## config.mk

```make
export PLATFORM = sky130hd
export DESIGN_NAME = circular_queue_with_search_flat
export DESIGN_NICKNAME = d
export VERILOG_FILES = /design/src/cqs_pkg.sv /design/src/cqs_ifs.sv /design/src/cqs_datapath.sv /design/src/cqs_controller.sv /design/src/circular_queue_with_search.sv /design/src/flat_wrapper.sv
export VERILOG_INCLUDE_DIRS = /design/src /design/src/src
export SDC_FILE = /design/constraint.sdc
export NUM_CORES = 1
export LEC_CHECK = 0
export ABC_AREA = 1
export BUFFER_PORTS_ARGS = -buffer_cell sky130_fd_sc_hd__clkbuf_2
export CAP_MARGIN = 20
export CORE_UTILIZATION = 45
export DETAILED_ROUTE_END_ITERATION = 8
export PLACE_DENSITY = 0.67
export SETUP_SLACK_MARGIN = 0.1
export SLEW_MARGIN = 5
export SYNTH_ARGS = -nofsm -noshare
export SYNTH_HDL_FRONTEND = slang
export SYNTH_SLANG_ARGS = --single-unit
export TNS_END_PERCENT = 5
```

## constraint.sdc

```tcl
create_clock -name clock -period 5.7 [get_ports clock]
set_input_delay 0.57 -clock clock [delete_from_list [all_inputs] [get_ports clock]]
set_output_delay 0.57 -clock clock [all_outputs]
set_load 0.02 [all_outputs]
```

## src/assert_macros.svh

```systemverilog
// Assertion macros shared by the circular queue modules.
`ifndef ASSERT_MACROS_SVH
`define ASSERT_MACROS_SVH

// Property must hold at every clock edge outside reset.
`define CQS_ASSERT(lbl, clk, rst, prop, msg) \
   lbl: assert property (@(posedge clk) disable iff (rst) prop) else $error(msg);

// Condition must never be seen at a clock edge outside reset.
`define CQS_NEVER(lbl, clk, rst, cond, msg) \
   lbl: assert property (@(posedge clk) disable iff (rst) !(cond)) else $error(msg);

`endif

```

## src/cqs_pkg.sv

```systemverilog
// Shared types and constants of the circular queue with search.
package cqs_pkg;

   localparam int unsigned DEPTH_DEFAULT = 16;
   localparam int unsigned CAP_W         = 5;
   localparam int unsigned OP_W          = 2;
   localparam int unsigned STATUS_W      = 2;
   localparam int unsigned VALUE_W       = 32;
   localparam int unsigned SLOT_W        = 4;
   localparam logic [CAP_W-1:0] CAP_RESET = 5'd16;

   typedef enum logic [OP_W-1:0] {
      OP_INSERT = 2'd0,
      OP_REMOVE = 2'd1,
      OP_SEARCH = 2'd2,
      OP_NOP    = 2'd3
   } op_type;

   typedef enum logic [STATUS_W-1:0] {
      ST_OK        = 2'd0,
      ST_FULL      = 2'd1,
      ST_EMPTY     = 2'd2,
      ST_NOT_FOUND = 2'd3
   } status_type;

   // Commands from the controller to the datapath.
   typedef struct packed {
      logic csr_write;
      logic capture;
      logic decode;
      logic remove_done;
      logic scan_step;
      logic load_rsp;
   } cmd_type;

   // Status from the datapath to the controller.
   typedef struct packed {
      op_type op;
      logic   empty;
      logic   scan_done;
   } stat_type;

endpackage

```

## src/cqs_ifs.sv

```systemverilog
// Valid/ready channel interfaces of the circular queue with search.
interface cqs_req_if;
   import cqs_pkg::*;
   logic                      valid;
   logic                      ready;
   logic [OP_W-1:0]           operation;
   logic signed [VALUE_W-1:0] value;
   modport source (output valid, output operation, output value, input ready);
   modport sink (input valid, input operation, input value, output ready);
endinterface

interface cqs_rsp_if;
   import cqs_pkg::*;
   logic                      valid;
   logic                      ready;
   logic [STATUS_W-1:0]       status;
   logic signed [VALUE_W-1:0] removed_value;
   logic [SLOT_W-1:0]         found_slot;
   modport source (output valid, output status, output removed_value, output found_slot,
                   input ready);
   modport sink (input valid, input status, input removed_value, input found_slot,
                 output ready);
endinterface

interface cqs_csr_if;
   import cqs_pkg::*;
   logic             valid;
   logic             ready;
   logic [CAP_W-1:0] data;
   modport source (output valid, output data, input ready);
   modport sink (input valid, input data, output ready);
endinterface

```

## src/cqs_datapath.sv

```systemverilog
// Datapath: slot memory, ring pointers, search pipeline and result register.
`include "assert_macros.svh"

module cqs_datapath #(
   parameter int unsigned DEPTH = cqs_pkg::DEPTH_DEFAULT
) (
   input  logic                              clock,
   input  logic                              reset,
   input  cqs_pkg::cmd_type                  cmd,
   output cqs_pkg::stat_type                 stat,
   input  logic [cqs_pkg::OP_W-1:0]          req_operation,
   input  logic signed [cqs_pkg::VALUE_W-1:0] req_value,
   input  logic [cqs_pkg::CAP_W-1:0]         csr_data,
   output logic [cqs_pkg::STATUS_W-1:0]      rsp_status,
   output logic signed [cqs_pkg::VALUE_W-1:0] rsp_removed_value,
   output logic [cqs_pkg::SLOT_W-1:0]        rsp_found_slot
);
   import cqs_pkg::*;

   localparam int unsigned IDX_W = $clog2(DEPTH);
   localparam int unsigned CNT_W = $clog2(DEPTH + 1);
   localparam logic [CNT_W-1:0] CAP_RST =
      (CAP_RESET > DEPTH) ? CNT_W'(DEPTH) : CNT_W'(CAP_RESET);

   function automatic logic [IDX_W-1:0] wrap_next(input logic [IDX_W-1:0] idx,
                                                 input logic [CNT_W-1:0] cap);
      logic [CNT_W-1:0] nxt;
      nxt = CNT_W'(idx) + CNT_W'(1);
      return (nxt >= cap) ? '0 : nxt[IDX_W-1:0];
   endfunction

   logic [VALUE_W-1:0] mem [DEPTH];

   op_type             op_ff;
   logic [VALUE_W-1:0] value_ff;
   logic [CNT_W-1:0]   cap_ff, cap_in;
   logic [IDX_W-1:0]   head_ff, head_in;
   logic [IDX_W-1:0]   wptr_ff, wptr_in;
   logic [CNT_W-1:0]   count_ff, count_in;
   logic [VALUE_W-1:0] rd_data_ff;
   logic [IDX_W-1:0]   scan_addr_ff, scan_addr_in;
   logic [CNT_W-1:0]   scan_left_ff, scan_left_in;
   logic               cmp_valid_ff, cmp_valid_in;
   logic [IDX_W-1:0]   cmp_slot_ff, cmp_slot_in;
   logic               cmp_last_ff, cmp_last_in;
   status_type         res_status_ff, res_status_in;
   logic [VALUE_W-1:0] res_removed_ff, res_removed_in;
   logic [IDX_W-1:0]   res_slot_ff, res_slot_in;
   logic [STATUS_W-1:0] out_status_ff;
   logic [VALUE_W-1:0] out_removed_ff;
   logic [SLOT_W-1:0]  out_slot_ff;

   logic [31:0]        cap_raw, cap_clamp, slot_wide;
   logic               empty, full, hit, miss, issue, mem_we, rd_en;
   logic [IDX_W-1:0]   rd_addr;

   assign empty     = (count_ff == '0);
   assign full      = (count_ff >= cap_ff);
   assign hit       = cmp_valid_ff && (rd_data_ff == value_ff);
   assign miss      = cmp_valid_ff && !hit && cmp_last_ff;
   assign issue     = cmd.scan_step && !hit && !miss && (scan_left_ff != '0);
   assign mem_we    = cmd.decode && (op_ff == OP_INSERT) && !full;
   assign rd_en     = (cmd.decode && (op_ff == OP_REMOVE) && !empty) || issue;
   assign rd_addr   = issue ? scan_addr_ff : head_ff;
   assign cap_raw   = 32'(csr_data);
   assign cap_clamp = (cap_raw == 32'd0) ? 32'd1 :
                      (cap_raw > DEPTH) ? 32'(DEPTH) : cap_raw;
   assign slot_wide = 32'(res_slot_ff);

   assign stat.op        = op_ff;
   assign stat.empty     = empty;
   assign stat.scan_done = hit || miss;

   always_comb begin
      cap_in         = cap_ff;
      head_in        = head_ff;
      wptr_in        = wptr_ff;
      count_in       = count_ff;
      scan_addr_in   = scan_addr_ff;
      scan_left_in   = scan_left_ff;
      cmp_valid_in   = cmp_valid_ff;
      cmp_slot_in    = cmp_slot_ff;
      cmp_last_in    = cmp_last_ff;
      res_status_in  = res_status_ff;
      res_removed_in = res_removed_ff;
      res_slot_in    = res_slot_ff;
      if (cmd.csr_write) begin
         cap_in   = cap_clamp[CNT_W-1:0];
         head_in  = '0;
         wptr_in  = '0;
         count_in = '0;
      end
      if (cmd.decode) begin
         res_status_in  = ST_OK;
         res_removed_in = '0;
         res_slot_in    = '0;
         cmp_valid_in   = 1'b0;
         case (op_ff)
            OP_INSERT: begin
               if (full) begin
                  res_status_in = ST_FULL;
               end else begin
                  wptr_in  = wrap_next(wptr_ff, cap_ff);
                  count_in = count_ff + CNT_W'(1);
               end
            end
            OP_REMOVE: begin
               if (empty) res_status_in = ST_EMPTY;
            end
            OP_SEARCH: begin
               if (empty) begin
                  res_status_in = ST_EMPTY;
               end else begin
                  scan_addr_in = head_ff;
                  scan_left_in = count_ff;
               end
            end
            default: ;
         endcase
      end
      if (cmd.remove_done) begin
         res_removed_in = rd_data_ff;
         head_in        = wrap_next(head_ff, cap_ff);
         count_in       = count_ff - CNT_W'(1);
      end
      if (cmd.scan_step) begin
         if (hit) res_slot_in = cmp_slot_ff;
         else if (miss) res_status_in = ST_NOT_FOUND;
         // Read one slot per cycle; compare it on the next.
         cmp_valid_in = issue;
         if (issue) begin
            cmp_slot_in  = scan_addr_ff;
            cmp_last_in  = (scan_left_ff == CNT_W'(1));
            scan_addr_in = wrap_next(scan_addr_ff, cap_ff);
            scan_left_in = scan_left_ff - CNT_W'(1);
         end
      end
   end

   always_ff @(posedge clock) begin
      if (mem_we) mem[wptr_ff] <= value_ff;
      if (rd_en) rd_data_ff <= mem[rd_addr];
   end

   always_ff @(posedge clock) begin
      if (reset) begin
         cap_ff       <= CAP_RST;
         head_ff      <= '0;
         wptr_ff      <= '0;
         count_ff     <= '0;
         cmp_valid_ff <= 1'b0;
         scan_left_ff <= '0;
      end else begin
         cap_ff       <= cap_in;
         head_ff      <= head_in;
         wptr_ff      <= wptr_in;
         count_ff     <= count_in;
         cmp_valid_ff <= cmp_valid_in;
         scan_left_ff <= scan_left_in;
      end
   end

   always_ff @(posedge clock) begin
      if (cmd.capture) begin
         op_ff    <= op_type'(req_operation);
         value_ff <= req_value;
      end
      scan_addr_ff   <= scan_addr_in;
      cmp_slot_ff    <= cmp_slot_in;
      cmp_last_ff    <= cmp_last_in;
      res_status_ff  <= res_status_in;
      res_removed_ff <= res_removed_in;
      res_slot_ff    <= res_slot_in;
      if (cmd.load_rsp) begin
         out_status_ff  <= res_status_ff;
         out_removed_ff <= res_removed_ff;
         out_slot_ff    <= slot_wide[SLOT_W-1:0];
      end
   end

   assign rsp_status        = out_status_ff;
   assign rsp_removed_value = out_removed_ff;
   assign rsp_found_slot    = out_slot_ff;

   `CQS_NEVER(a_count_le_cap, clock, reset, count_ff > cap_ff, "entry count above capacity")
   `CQS_NEVER(a_ptr_in_ring, clock, reset, (CNT_W'(head_ff) >= cap_ff) || (CNT_W'(wptr_ff) >= cap_ff), "ring pointer beyond capacity")

endmodule

```

## src/cqs_controller.sv

```systemverilog
// Controller: sequences one transaction at a time and owns the handshakes.
`include "assert_macros.svh"

module cqs_controller (
   input  logic               clock,
   input  logic               reset,
   input  logic               req_valid,
   output logic               req_ready,
   input  logic               csr_valid,
   output logic               csr_ready,
   output logic               rsp_valid,
   input  logic               rsp_ready,
   input  cqs_pkg::stat_type  stat,
   output cqs_pkg::cmd_type   cmd
);
   import cqs_pkg::*;

   typedef enum logic [2:0] {
      IDLE,
      DECODE,
      REMOVE,
      SCAN,
      RESPOND
   } state_type;

   state_type state_ff, state_in;
   logic      rsp_valid_ff, rsp_valid_in;
   logic      out_free;

   assign out_free  = !rsp_valid_ff || rsp_ready;
   assign csr_ready = (state_ff == IDLE);
   assign req_ready = (state_ff == IDLE) && !csr_valid;
   assign rsp_valid = rsp_valid_ff;

   always_comb begin
      state_in        = state_ff;
      cmd             = '0;
      cmd.csr_write   = csr_valid && (state_ff == IDLE);
      cmd.capture     = req_valid && req_ready;
      case (state_ff)
         IDLE: begin
            if (cmd.capture) state_in = DECODE;
         end
         DECODE: begin
            cmd.decode = 1'b1;
            if (stat.op == OP_REMOVE && !stat.empty) state_in = REMOVE;
            else if (stat.op == OP_SEARCH && !stat.empty) state_in = SCAN;
            else state_in = RESPOND;
         end
         REMOVE: begin
            cmd.remove_done = 1'b1;
            state_in        = RESPOND;
         end
         SCAN: begin
            cmd.scan_step = 1'b1;
            if (stat.scan_done) state_in = RESPOND;
         end
         RESPOND: begin
            // Hold the result until the output register is free.
            if (out_free) begin
               cmd.load_rsp = 1'b1;
               state_in     = IDLE;
            end
         end
         default: state_in = IDLE;
      endcase
      rsp_valid_in = cmd.load_rsp || (rsp_valid_ff && !rsp_ready);
   end

   always_ff @(posedge clock) begin
      if (reset) begin
         state_ff     <= IDLE;
         rsp_valid_ff <= 1'b0;
      end else begin
         state_ff     <= state_in;
         rsp_valid_ff <= rsp_valid_in;
      end
   end

   `CQS_ASSERT(a_capture_decodes, clock, reset, cmd.capture |=> state_ff == DECODE, "accepted transaction not decoded")
   `CQS_NEVER(a_no_overwrite, clock, reset, cmd.load_rsp && rsp_valid_ff && !rsp_ready, "result register overwritten")

endmodule

```

## src/circular_queue_with_search.sv

```systemverilog
// Circular FIFO of signed 32-bit words with insert, remove-oldest and search by value. One
// result comes back per transaction, in order. Insert and op-code 3 go from decode straight
// to the response, remove adds one registered read of the slot memory, and search walks
// the ring through the single memory read port one slot per cycle from the oldest entry
// and stops at the first match. The result sits in an output register, so the next
// transaction is taken while it waits. A write of the capacity register (0 acts as 1,
// above DEPTH acts as DEPTH) empties the queue and is taken only while no transaction is
// in flight. There is no clearing pass after reset.
module circular_queue_with_search #(
   parameter int unsigned DEPTH = cqs_pkg::DEPTH_DEFAULT
) (
   input logic       clock,
   input logic       reset,
   cqs_req_if.sink   req,
   cqs_rsp_if.source rsp,
   cqs_csr_if.sink   csr
);
   import cqs_pkg::*;

   cmd_type  cmd;
   stat_type stat;

   cqs_controller u_ctrl (
      .clock     (clock),
      .reset     (reset),
      .req_valid (req.valid),
      .req_ready (req.ready),
      .csr_valid (csr.valid),
      .csr_ready (csr.ready),
      .rsp_valid (rsp.valid),
      .rsp_ready (rsp.ready),
      .stat      (stat),
      .cmd       (cmd)
   );

   cqs_datapath #(
      .DEPTH (DEPTH)
   ) u_dp (
      .clock             (clock),
      .reset             (reset),
      .cmd               (cmd),
      .stat              (stat),
      .req_operation     (req.operation),
      .req_value         (req.value),
      .csr_data          (csr.data),
      .rsp_status        (rsp.status),
      .rsp_removed_value (rsp.removed_value),
      .rsp_found_slot    (rsp.found_slot)
   );

endmodule
```

## src/flat_wrapper.sv

```systemverilog
// flat-port wrapper written by rule: the top's interface ports become plain ports
module circular_queue_with_search_flat import cqs_pkg::*;
#(
   parameter int unsigned DEPTH = cqs_pkg::DEPTH_DEFAULT
)
  (clock, reset, req_valid, req_operation, req_value, req_ready, rsp_valid, rsp_status, rsp_removed_value, rsp_found_slot, rsp_ready, csr_valid, csr_data, csr_ready);
  cqs_req_if req_i ();
  cqs_rsp_if rsp_i ();
  cqs_csr_if csr_i ();
  input logic clock;
  input logic reset;
  input wire logic [$bits(req_i.valid)-1:0] req_valid;
  input wire logic [$bits(req_i.operation)-1:0] req_operation;
  input wire logic [$bits(req_i.value)-1:0] req_value;
  output wire logic [$bits(req_i.ready)-1:0] req_ready;
  output wire logic [$bits(rsp_i.valid)-1:0] rsp_valid;
  output wire logic [$bits(rsp_i.status)-1:0] rsp_status;
  output wire logic [$bits(rsp_i.removed_value)-1:0] rsp_removed_value;
  output wire logic [$bits(rsp_i.found_slot)-1:0] rsp_found_slot;
  input wire logic [$bits(rsp_i.ready)-1:0] rsp_ready;
  input wire logic [$bits(csr_i.valid)-1:0] csr_valid;
  input wire logic [$bits(csr_i.data)-1:0] csr_data;
  output wire logic [$bits(csr_i.ready)-1:0] csr_ready;
  assign req_i.valid = req_valid;
  assign req_i.operation = req_operation;
  assign req_i.value = req_value;
  assign req_ready = req_i.ready;
  assign rsp_valid = rsp_i.valid;
  assign rsp_status = rsp_i.status;
  assign rsp_removed_value = rsp_i.removed_value;
  assign rsp_found_slot = rsp_i.found_slot;
  assign rsp_i.ready = rsp_ready;
  assign csr_i.valid = csr_valid;
  assign csr_i.data = csr_data;
  assign csr_ready = csr_i.ready;
  circular_queue_with_search #(.DEPTH(DEPTH)) u_core (.clock(clock), .reset(reset), .req(req_i), .rsp(rsp_i), .csr(csr_i));
endmodule
```

Word level (Yosys, flattened, before mapping)
Memory sizes are Yosys's and may differ from the RTL's. A register that Yosys moved wholly into a read port is not among the register bits. Index checks and enable logic that the tools add are counted.

$mul: 0. Bitwise logic cells: 0. Mux-type cells: 54. Shift operators: 0. Reductions and logical operators: 38. Eq/ne operators: 11. $lt $le $gt $ge: 5. $add $sub $neg: 6. Divide/modulo/power cells: 0.

Operators with widths (number): 4-bit 2-to-1 mux (18); 32-bit 2-to-1 mux (2); 5-bit 2-to-1 mux (12); 32-bit equality test (1); 32-bit logical NOT (1); 5-bit greater-or-equal comparator (4); 1-bit logical AND (16); 4-bit by 1-bit adder with 5-bit output, second input constant (3); 3-bit 2-to-1 mux (5); 3-bit one-hot mux with 5 select lines (1); 1-bit 2-to-1 mux (10); 2-bit 2-to-1 mux (5); 5-bit by 1-bit subtractor with 5-bit output, second input constant (2); 1-bit logical NOT (7); 3-bit by 2-bit equality test with 1-bit output, second input constant (2); 2-bit nonzero test (3); 5-bit by 1-bit adder with 5-bit output, second input constant (1); 5-bit by 1-bit equality test with 1-bit output, second input constant (1); 5-bit greater-than comparator, second input constant (1); 5-bit logical NOT (1); 5-bit nonzero test (1); 1-bit logical OR (4); 2-bit by 1-bit != test with 1-bit output, second input constant (2); 2-bit one-hot mux with 2 select lines (1); other kinds (10) (10).

ROM bits: 0. Logic and storage cells: 134. Memories kept: 1. Output and inout port bits: 41. Bits in latches: 0. Register bits: 147. Memory bits (writable): 512.

Memory list: u_core.u_dp.mem (words 16, bits a word 32, rd ports 1, clocked after memory_dff 1, write ports 1, RTL line cqs_datapath.sv:32) `logic [VALUE_W-1:0] mem [DEPTH];`.

Logic depth before layout (Yosys ltp)
Gate-level depths: netlist of the first run.

Word-level depth: 10. Mapped depth: 19.

Cells and area by module
From an unflattened synthesis of the first run, not the netlist that was laid out.

Cells, all modules: 2662. Area, all modules: 29678.5 um^2.

Modules (own cells, without submodules): cqs_datapath (seq. area each 20289.5 um^2, instances 1, cells each 2614, area an instance 29388.2 um^2); cqs_controller (seq. area each 80.1 um^2, instances 1, cells each 48, area an instance 290.3 um^2).

Worst setup path before layout of the first run
Ideal clock, no wire load.

Path kind: register -> register. Start: register u_core.u_dp.cap_ff[2]. End: memory u_core.u_dp.mem[3][0], enable pin. Stages on the path, launching flop included: 8. Path slack: 1615 ps. Arrival: 3624 ps. Period minus slack after synthesis: 4085 ps. Library setup time: 461 ps. Cell sequence: dfxtp_1 -> inv_1 -> ha_1 -> a21oi_1 -> o221a_2 -> nand3_1 -> clkbuf_1 -> nor3_1.

Word-level cells in the longest chain between the ends: 5.

RTL lines: from (decl) (RTL line cqs_datapath.sv:36) `logic [CNT_W-1:0] cap_ff, cap_in;`; from (signal assigned) (RTL line cqs_datapath.sv:154) `cap_ff <= cap_in;`; 5-bit greater-or-equal comparator (RTL line cqs_datapath.sv:58) `assign full = (count_ff >= cap_ff);`; 1-bit logical NOT (RTL line cqs_datapath.sv:62) `assign mem_we = cmd.decode && (op_ff == OP_INSERT) && !full;`; 1-bit logical AND (RTL line cqs_datapath.sv:62); 1-bit 2-to-1 mux (RTL line cqs_datapath.sv:141) `if (mem_we) mem[wptr_ff] <= value_ff;`; 1-bit 2-to-1 mux (not written as such) (RTL line cqs_datapath.sv:141); to (decl) (RTL line cqs_datapath.sv:32).

Every way passes these cells.

Worst setup path after layout of the first run
Start: register u_core.u_dp.value_ff[16]. End: register u_core.u_dp.rd_data_ff[27], read port of u_core.u_dp.mem, data pin.

Word-level cells in the longest chain between the ends: 9. Elaborated cells between the ends (all ways): 11. Those cells by class: eq/ne (1); mux (1); reduce/logical (9).

RTL lines: from (decl) (RTL line cqs_datapath.sv:35) `logic [VALUE_W-1:0] value_ff;`; from (signal assigned) (RTL line cqs_datapath.sv:166) `value_ff <= req_value;`; 32-bit equality test (*) (RTL line cqs_datapath.sv:59) `assign hit = cmp_valid_ff && (rd_data_ff == value_ff);`; 1-bit logical AND (*) (RTL line cqs_datapath.sv:59); 1-bit logical NOT (*) (RTL line cqs_datapath.sv:60, cqs_datapath.sv:61); 1-bit logical AND (2 in series) (RTL line cqs_datapath.sv:60) `assign miss = cmp_valid_ff && !hit && cmp_last_ff;`; 1-bit logical NOT (RTL line cqs_datapath.sv:61) `assign issue = cmd.scan_step && !hit && !miss && (scan_left_ff != '0);`; 1-bit logical AND (*) (2 in series) (RTL line cqs_datapath.sv:61); 4-bit 2-to-1 mux or 1-bit logical OR (tied branches) (RTL line cqs_datapath.sv:64, cqs_datapath.sv:63); to (decl) (RTL line cqs_datapath.sv:40) `logic [VALUE_W-1:0] rd_data_ff;`.

Every way passes the cells marked *; elsewhere a longest branch is shown, timed or not. A chain may end at the register's enable or synchronous reset.

==> run_results.csv, run 1 <==
group,metric,value,unit
synthesis,yosysSeqAreaShare,0.687,
cts,cts-htree-levels,3,
routing,vias_per_cell,5.42,
worst_setup_path,critical_path.cell_chain,"xnor2_1, nand2_1, nor2_1, nand2_1, nor2_4, nand3_4, nand3_4, nand2_8, nand2_8, buf_12, nand2_1, nand3_2, nand3_1, nand3_1, nand2_1",
worst_setup_path,crit_start,"u_core.u_dp.value_ff[16]",
min_path,min_path_type,"in2reg",
sta,fin_crit,4290,ps
synthesis,synth_area,29600,sq um
floorplanning,die_y,259,um
sta,fin_hold_ws,129,ps
floorplanning,initial_core_util,0.457,
cts,cts_tree,"done",
cts,cts_buffer_depth,3,
worst_setup_path,critPathMostFrequentCell,"nand2_1",
place,dp_hpwl,40.0,mm
sta,fmax,233,MHz
synthesis,ys_ff_latch,691,
worst_setup_path,crit_slowest_cell,"edfxtp_1",
sta,setup_viol,0,
min_path,min_path_cells,1,
routing,wl_per_cell,20.3,um
sta,drv_slew,0,
sta,fin_crit_sh,0.752,
sta,skew,28.3,ps
final_layout,fin_util,0.512,
synthesis,ys_types,44,
grt,grt_overflow,0,
cts,post_cts_buffers,0,
cts,worstSkewPairLatency,620,ps
floorplanning,core,64800,sq um
run,maxCapViolCount,0,
synthesis,syn_inst,2634,
worst_setup_path,reg2reg_from,"u_core.u_dp.value_ff[16]",
sta,finalHoldViolCount,0,
cts,clk_pin_slew,60,ps
routing,routed_wl,73.1,mm
pwr,power.static_leakage,13.0,nW
grt,antenna_found_initial,0,
routing,drtIter0Drc,2026,
worst_setup_path,cp_slowest_stage_delay,620,ps
grt,grt_usage,0.220,
synthesis,synth.avg_cell_area,11.3,sq um
routing,vias,19500,
pwr,p_per_area,338,nW/um^2
sta,worst_slack,1410,ps
routing,drt_pass1_iterations,5,
routing,drtAntennaViolNets,0,
place,io_buffers,84,
floorplanning,row_count,93,
final_layout,drive_gt1_frac,0.102,
synthesis,yosysWarnings,0,
synthesis,synthesis.nets,2712,
grt,grt_max_degree,175,
sta,grt_setup_unrepaired,"no",
place,routabilityCongestion,0.838,
run_status,status,"finished, final reports clean",
floorplanning,die-area,66900,sq um
final_layout,fillers,5506,
worst_setup_path,arrival,4660,ps
floorplanning,ios,85,
pwr,ir_drop,0.231,mV
cts,cts_resized,0,
final_layout,fin_nets,2775,
worst_setup_path,path_class,"reg2reg",
sta,maxSlewHeadroom,0.328,
final_layout,syn2layout_area_growth,11.9,%
worst_setup_path,endpoint_kind,"flip-flop",
sta,tightest_slew,1010,ps
routing,drc_errors,0,
worst_setup_path,worstPathRequired,6070,ps
final_layout,diodes,0,
cts,holdBufCountCts,0,
worst_setup_path,cp-start-kind,"flip-flop",
floorplanning,fp.dieW,259,um
grt,grt_pass1_vias,19300,
grt,grt_pass1_wl,112,mm
cts,cts.sink_count,691,
cts,cts_made_buffers,72,
min_path,min_from,"req_value[6]",
cts,cts-root-buf,"clkbuf_16",
sta,setup-tns-final,0,ps
worst_setup_path,critPathMaxFanout,84,
worst_setup_path,ff2ff_path_depth,15,
place,pre_cts_ws,1450,ps
## logic make-up (layout without fill, tap and decap cells)
| logic type | after synthesis | in the layout | synth area share |
|---|---|---|---|
| DFF | 691 | 691 | 0.687 |
| and+or+nand+nor | 1351 | 1351 | 0.207 |
| buffers and inverters | 439 | 558 | 0.0649 |
| xor gates and xnor gates | 31 | 31 | 0.00916 |
| AOI/OAI and AO/OA | 88 | 88 | 0.0177 |
| adders and majority gates | 34 | 34 | 0.0143 |
## critical path: cells and delay by family, from the launching register on
kind                      cells  cell delay (ps)
xor gates and xnor gates      1              420
buffers and inverters         1              340
DFF                           1              620
and+or+nand+nor              13             2550
## cells in the final DEF, fill, tap and decap left out, drive strengths merged, types with 4 or more instances in the layout
cell | netlist | final
nand2 | 660 | 660
edfxtp | 653 | 653
nand3 | 540 | 540
inv | 298 | 301
clkbuf | 35 | 177
nor2 | 73 | 73
nand3b | 64 | 64
buf | 105 | 45
dfxtp | 38 | 38
ha | 34 | 34
a21oi | 32 | 32
o21ai | 31 | 31
clkinv | 1 | 29
xnor2 | 23 | 23
xor2 | 8 | 8
nor3 | 8 | 8
bufinv | 0 | 6
nand4 | 5 | 5
o211ai | 4 | 4
## final cells by class
type | instances | area [sq um] | share of cell area
clock buffers | 93 | 1920 | 0.0579
repair buffers | 129 | 828 | 0.0250
multi-input cells | 1504 | 7540 | 0.227
inverters | 299 | 1120 | 0.0338
well taps | 855 | 1070 | 0.0322
flip-flops and latches | 691 | 20400 | 0.614
clock inverters | 37 | 335 | 0.0101
## per-stage QoR
stage	std cells	instance area [sq um]	power (mW)
after floorplan	2634	29600	6.48
after global placement	3477	30900	6.72
after detailed placement	3478	30900	6.76
after CTS	3608	33200	11.3
after global routing	3608	33200	11.6
final	3608	33200	11.2
## registers in the layout (all words and copies together), names as in the netlist
register and flops:
u_core.u_dp.rd_data_ff 32, u_core.u_dp.mem 512, u_core.u_dp.cmp_last_ff 1, u_core.u_dp.value_ff 32, u_core.u_dp.res_removed_ff 32, u_core.u_dp.wptr_ff 4
u_core.u_dp.rsp_status 2, u_core.u_dp.op_ff 2, u_core.u_dp.cap_ff 5, u_core.u_dp.res_slot_ff 4, u_core.u_dp.head_ff 4, u_core.u_ctrl.state_ff 3
u_core.u_ctrl.rsp_valid 1, u_core.u_dp.res_status_ff 2, u_core.u_dp.rsp_removed_value 32, u_core.u_dp.scan_addr_ff 4, u_core.u_dp.cmp_slot_ff 4, u_core.u_dp.cmp_valid_ff 1
u_core.u_dp.rsp_found_slot 4, u_core.u_dp.count_ff 5, u_core.u_dp.scan_left_ff 5
## synth_stat cells (all sizes together)
cell	instances	area, sq um
nand2	660	2490
edfxtp	653	19600
nand3	540	2780
inv	298	1120
buf	105	669
nor2	73	294
nand3b	64	480
dfxtp	38	761
clkbuf	35	131
ha	34	425
a21oi	32	160
o21ai	31	166
xnor2	23	201
nor3	8	45.0
xor2	8	70.1
nand4	5	37.5
o211ai	4	30.0
a32oi	3	26.3
o31ai	3	22.5
a211oi	2	15.0
a22oi	2	15.0
a31oi	2	12.5
o21bai	2	15.0
o221ai	2	17.5
a21boi	1	7.51
clkinv	1	3.75
o21a	1	7.51
o221a	1	11.3
o32ai	1	8.76
o41ai	1	8.76
or2	1	6.26
## final timing paths
path,endpoint,slack (ps)
max,u_core.u_dp.rd_data_ff[27],1410
max reg2reg,u_core.u_dp.rd_data_ff[27],1410
min,u_core.u_dp.value_ff[6],130
min reg2reg,u_core.u_dp.rsp_removed_value[20],420
## where the power goes
part / switching [mW] / internal (mW) / leakage (nW)
clock network: 1.90 / 2.65 / 1.10
logic: 0.439 / 0.188 / 5.68
registers: 0.175 / 5.85 / 6.21
## layer usage
metal	wire (um)	up-vias	global-route usage
met2	34700	778	0.360
met3	5230	149	0.0305
li1	-	9114	-
met1	31000	9502	0.298
met4	2100	0	0.0853
met5	0	-	0
(Power assumes the default switching activity.)
==> inputs of run 2 (changes only) <==
Clock period 5.7 ns to 4 ns, I/O delays scaled along.
==> run 2 against run 1 <==
Power up 46%. Critical endpoint is now u_core.u_dp.rd_data_ff[16]. Die area unchanged. Highest routed layer unchanged. Via count up 1.7%. Sequential power up 42%. Flip-flop and latch count unchanged. Core utilization up 1.3 points. Largest power group unchanged. Largest cell class unchanged. Combinational power up 67%.
==> run_results.csv, run 2 (synthesis gave the netlist of run 1 again) <==
group,metric,value,unit
run_status,status,"finished, final reports clean",
sta,setup_viol,0,
cts,cts-root-buf,"clkbuf_16",
sta,fin_crit_sh,0.899,
routing,wl_per_cell,20.9,um
final_layout,fin_util,0.525,
worst_setup_path,endpoint_kind,"flip-flop",
routing,drtAntennaViolNets,0,
place,io_buffers,84,
worst_setup_path,ff2ff_setup_slack,410,ps
routing,vias_per_cell,5.42,
final_layout,final_cell_mix,"nand2_1 (655), edfxtp_1 (653), nand3_1 (528)",
pwr,power.share.switching,0.230,
final_layout,fin_nets,2833,
pwr,p_per_area,481,nW/um^2
worst_setup_path,worstPathRequired,4370,ps
grt,grt_overflow,0,
cts,cts.sink_count,691,
grt,grt_max_degree,151,
sta,fmax,278,MHz
cts,cts_buffer_depth,3,
floorplanning,die_y,259,um
sta,setup-tns-final,0,ps
cts,cts-htree-levels,3,
pwr,total_power,16.4,mW
min_path,min_path_type,"in2reg",
sta,fin_crit,3590,ps
floorplanning,die-area,66900,sq um
pwr,p_comb_frac,0.064,
routing,drtIter0Drc,2263,
sta,grt_setup_unrepaired,"no",
routing,vias,19900,
cts,cts_tree,"done",
grt,antenna_found_initial,0,
sta,finalHoldViolCount,0,
sta,tightest_slew,860,ps
routing,routed_wl,76.6,mm
pwr,p_clk_frac,0.413,
cts,clk_pin_slew,60,ps
final_layout,syn2layout_area_growth,14.7,%
worst_setup_path,critPathMaxFanout,150,
cts,post_cts_buffers,0,
cts,holdBufCountCts,31,
pwr,p_sw,3.76,mW
routing,drt_pass1_iterations,6,
run,maxCapViolCount,0,
pwr,p_seq_frac,0.523,
final_layout,drive_gt1_frac,0.111,
routing,drc_errors,0,
cts,cts_made_buffers,73,
grt,grt_usage,0.228,
sta,skew,28.8,ps
floorplanning,initial_core_util,0.457,
cts,cts_resized,0,
sta,maxSlewHeadroom,0.427,
grt,grt_pass1_vias,18800,
floorplanning,ios,85,
floorplanning,row_count,93,
grt,grt_pass1_wl,115,mm
pwr,ir_drop,0.247,mV
final_layout,diodes,0,
final_layout,final_common_cell,"nand2_1",
sta,drv_slew,0,
place,dp_hpwl,41.2,mm
pwr,power.static_leakage,13.4,nW
place,routabilityCongestion,0.835,
floorplanning,core,64800,sq um
final_layout,largest_reg_flops,512,
final_layout,top_register,"u_core.u_dp.mem",
worst_setup_path,arrival,3970,ps
worst_setup_path,path_class,"reg2reg",
floorplanning,fp.dieW,259,um
worst_setup_path,cp-start-kind,"flip-flop",
cts,worstSkewPairLatency,620,ps
pwr,internal-power,12.6,mW
-- run 2: changes by cell type in the layout (fill, tap and decap cells not counted), moves of 2 or more --
cell / previous run / this run
clkinv_1: 19 / 14
buf_4: 40 / 49
clkinv_4: 0 / 2
buf_12: 4 / 22
clkbuf_8: 4 / 2
clkbuf_16: 72 / 75
clkinv_2: 9 / 7
dlygate4sd3_1: 0 / 31
-- run 2: cell type report --
| cell class | count | area (sq um) |
|---|---|---|
| well taps | 855 | 1070 |
| repair buffers | 186 | 1540 |
| clock buffers | 95 | 1970 |
| multi-input cells | 1504 | 7540 |
| flip-flops and latches | 691 | 20400 |
| inverters | 299 | 1120 |
| clock inverters | 36 | 398 |
| fillers | 5453 | 30800 |
-- run 2: routing by layer --
| layer | part of all wire | track usage | wire length, um |
|---|---|---|---|
| met1 | 0.42 | 0.317 | 32400 |
| met5 | 0 | 0 | 0 |
| met3 | 0.089 | 0.0435 | 6820 |
| met2 | 0.46 | 0.357 | 35200 |
| met4 | 0.028 | 0.0842 | 2180 |
-- run 2: worst paths after layout --
check,from,endpoint,depth (start not counted)
setup reg to reg,u_core.u_dp.value_ff[3],u_core.u_dp.rd_data_ff[16],13
hold / removal,req_value[3],u_core.u_dp.value_ff[3],1
hold reg to reg,u_core.u_dp.res_removed_ff[27],u_core.u_dp.rsp_removed_value[27],0
setup / recovery,u_core.u_dp.value_ff[3],u_core.u_dp.rd_data_ff[16],13
-- run 2: critical path: stages (launching register included) --
cell      delay (ps)
edfxtp_1         620
xnor2_1          460
nand2_1          150
nor2_1           210
nand2_1          180
nor2_4           190
nand3_4          120
nand4_4          150
buf_12           470
nand3_1          160
nand3_1          160
nand3_1           90
nand3_1          100
nand2_1           60
-- run 2: power by group through the flow --
stage          Combinational (mW)  Sequential, mW  Clock, mW
5_1_grt                      1.17            8.57       7.11
6_report                     1.05            8.55       6.76
3_3_place_gp                0.995            8.69          0
2_1_floorplan               0.551            8.68          0
4_1_cts                      1.06            8.54       6.85
3_5_place_dp                 1.02            8.69          0
-- run 2: stage by stage --
stage,setup slack [ps],hold slack [ps],instance area [sq um],instances
5_1_grt,204,12.8,34000,3666
3_3_place_gp,465,402,31300,3504
3_5_place_dp,386,407,31300,3504
6_report,405,26.0,34000,3666
4_1_cts,367,2.29,34000,3666
2_1_floorplan,-85.0,400,29600,2634
==> inputs of run 3 (changes only) <==
Settings changed: CELL_PAD_IN_SITES_DETAIL_PLACEMENT from default to 1, CELL_PAD_IN_SITES_GLOBAL_PLACEMENT from default to 1, PLACE_DENSITY 0.67 to 0.78.
==> run 3 against run 2 <==
Hold slack better by 16 ps. Clock power down 3%. Via count up 3.9%. Routed wire length up 14%. First-iteration DRC count down 18%. Sequential share of layout area up 0.086 points. The flow now finishes with violations (DRC). Die area unchanged. Largest cell class unchanged. Setup slack worse by 240 ps. Power down 0.73%.
==> run_results.csv, run 3 (synthesis gave the netlist of run 1 again) <==
group,metric,value,unit
pwr,power.share.switching,0.240,
routing,route.met3.wl,5.93,mm
grt,grt_pass1_wl,131,mm
sta,tightest_slew,814,ps
min_path,min_path_type,"in2reg",
routing,drtIter0Drc,1855,
routing,drt_pass1_iterations,7,
pwr,internal-power,12.3,mW
grt,grt_max_degree,111,
routing,routed_wl,87.1,mm
floorplanning,initial_core_util,0.457,
final_layout,top_register,"u_core.u_dp.mem",
routing,routed.top_layer,"met4",
final_layout,syn2layout_area_growth,14.5,%
cts,clk_pin_slew,60,ps
sta,fmax,261,MHz
sta,fin_crit,3830,ps
worst_setup_path,reg2reg_from,"u_core.u_dp.value_ff[24]",
sta,fin_crit_sh,0.958,
sta,fin_hold_ws,41.6,ps
routing,wl_per_cell,23.8,um
worst_setup_path,arrival,4200,ps
floorplanning,ios,85,
worst_setup_path,crit_start,"u_core.u_dp.value_ff[24]",
pwr,p_per_area,478,nW/um^2
run,maxCapViolCount,0,
cts,cts-root-buf,"clkbuf_16",
worst_setup_path,critPathMaxFanout,64,
final_layout,largest_reg_flops,512,
min_path,min_path_cells,1,
pwr,p_seq_frac,0.528,
place,io_buffers,84,
worst_setup_path,path_class,"reg2reg",
grt,antenna_found_initial,0,
sta,drv_slew,0,
pwr,p_sw,3.90,mW
run_status,status,"finished with violations",
floorplanning,die-area,66900,sq um
cts,cts_buffer_depth,3,
run_status,violations,"DRC",
place,routabilityCongestion,0.788,
grt,grt_overflow,0,
final_layout,fin_nets,2836,
grt,grt_pass1_vias,21800,
worst_setup_path,worstPathRequired,4370,ps
cts,cts_made_buffers,75,
sta,maxSlewHeadroom,0.457,
final_layout,final_cell_mix,"nand2_1 (654), edfxtp_1 (653), nand3_1 (528)",
floorplanning,row_count,93,
routing,drt-met1-wl,35.7,mm
cts,cts-htree-levels,3,
place,dp_hpwl,47.3,mm
worst_setup_path,ff2ff_path_depth,15,
floorplanning,die_y,259,um
routing,vias_per_cell,5.63,
routing,drtAntennaViolNets,0,
worst_setup_path,cp-start-kind,"flip-flop",
grt,grt_usage,0.262,
cts,cts.sink_count,691,
floorplanning,core,64800,sq um
sta,skew,33.7,ps
cts,worstSkewPairLatency,640,ps
pwr,p_clk_frac,0.405,
worst_setup_path,ff2ff_setup_slack,170,ps
sta,finalHoldViolCount,0,
final_layout,drive_gt1_frac,0.112,
pwr,power.static_leakage,13.3,nW
cts,cts_tree,"done",
worst_setup_path,r2r_end,"u_core.u_dp.rd_data_ff[15]",
routing,vias,20600,
final_layout,diodes,0,
pwr,p_comb_frac,0.068,
final_layout,fin_util,0.524,
sta,grt_setup_unrepaired,"yes",
sta,setup_viol,0,
pwr,ir_drop,0.271,mV
worst_setup_path,endpoint_kind,"flip-flop",
final_layout,final_common_cell,"nand2_1",
sta,setup-tns-final,0,ps
floorplanning,fp.dieW,259,um
worst_setup_path,setup.worst_path.end,"u_core.u_dp.rd_data_ff[15]",
routing,drc_errors,1,
routing,met2_length,42.8,mm
## run 3: cell types whose count changed in the layout (fill, tap and decap cells not counted), sizes merged
cell	delta
bufinv	-5
dlygate4sd3	+1
inv	+1
clkbuf	-1
clkinvlp	+2
clkinv	+2
## run 3: layout make-up
type / count / area (sq um)
multi-input combinational: 1504 / 7550
clock inverter: 36 / 259
timing repair buffer: 187 / 1590
clock buffer: 94 / 2000
sequential: 691 / 20400
inverter: 299 / 1120
tap: 855 / 1070
fill: 6770 / 30900
## run 3: what timing repair did
item	4_1_cts	5_1_grt
hold endpoints to repair	32	0
resized for setup	1	1
hold buffers	32	0
buffers inserted	0	0
endpoints found under the setup margin	32	16
## run 3: worst min path at each step
stage                              startpoint                           endpoint
2_1_floorplan   u_core.u_dp.res_removed_ff[0]   u_core.u_dp.rsp_removed_value[0]
3_5_place_dp   u_core.u_dp.res_removed_ff[21]  u_core.u_dp.rsp_removed_value[21]
3_3_place_gp   u_core.u_dp.res_removed_ff[28]  u_core.u_dp.rsp_removed_value[28]
4_1_cts                         req_value[27]           u_core.u_dp.value_ff[27]
6_report                        req_value[27]           u_core.u_dp.value_ff[27]
5_1_grt                         req_value[27]           u_core.u_dp.value_ff[27]
## run 3: worst max-delay path, cell delays in order (launching register included)
cell and delay [ps]:
edfxtp_1 640, xnor2_2 420, nand2_1 160, nor2_1 220, nand2_1 210, nor2_4 190, nand3_4 130, nand3_4 270
inv_2 220, nand2_1 190, o21ai_4 100, inv_2 90, buf_12 350, nand3_1 170, nand3_1 110, nand2_1 50
## run 3: power by group through the flow
stage | Combinational, mW | Sequential [mW] | Clock [mW]
floorplan | 0.551 | 8.68 | 0
global placement | 1.01 | 8.69 | 0
detailed placement | 1.07 | 8.71 | 0
CTS | 1.11 | 8.56 | 6.66
global route | 1.21 | 8.59 | 6.87
finish | 1.10 | 8.56 | 6.57
## run 3: routing by layer
| metal | up-vias | track usage |
|---|---|---|
| met5 | - | 0 |
| met1 | 10400 | 0.340 |
| met2 | 814 | 0.441 |
| met3 | 176 | 0.0383 |
| met4 | 0 | 0.107 |
| li1 | 9237 | - |
## run 3: through the flow
step	worst slack, ps	cells	instance area, sq um	power [mW]
after floorplan	-85.0	2634	29600	9.23
after global placement	222	3504	31400	9.70
after detailed placement	51.6	3504	31400	9.78
after CTS	168	3666	34000	16.3
after global routing	44.5	3666	34000	16.7
final	169	3666	34000	16.2
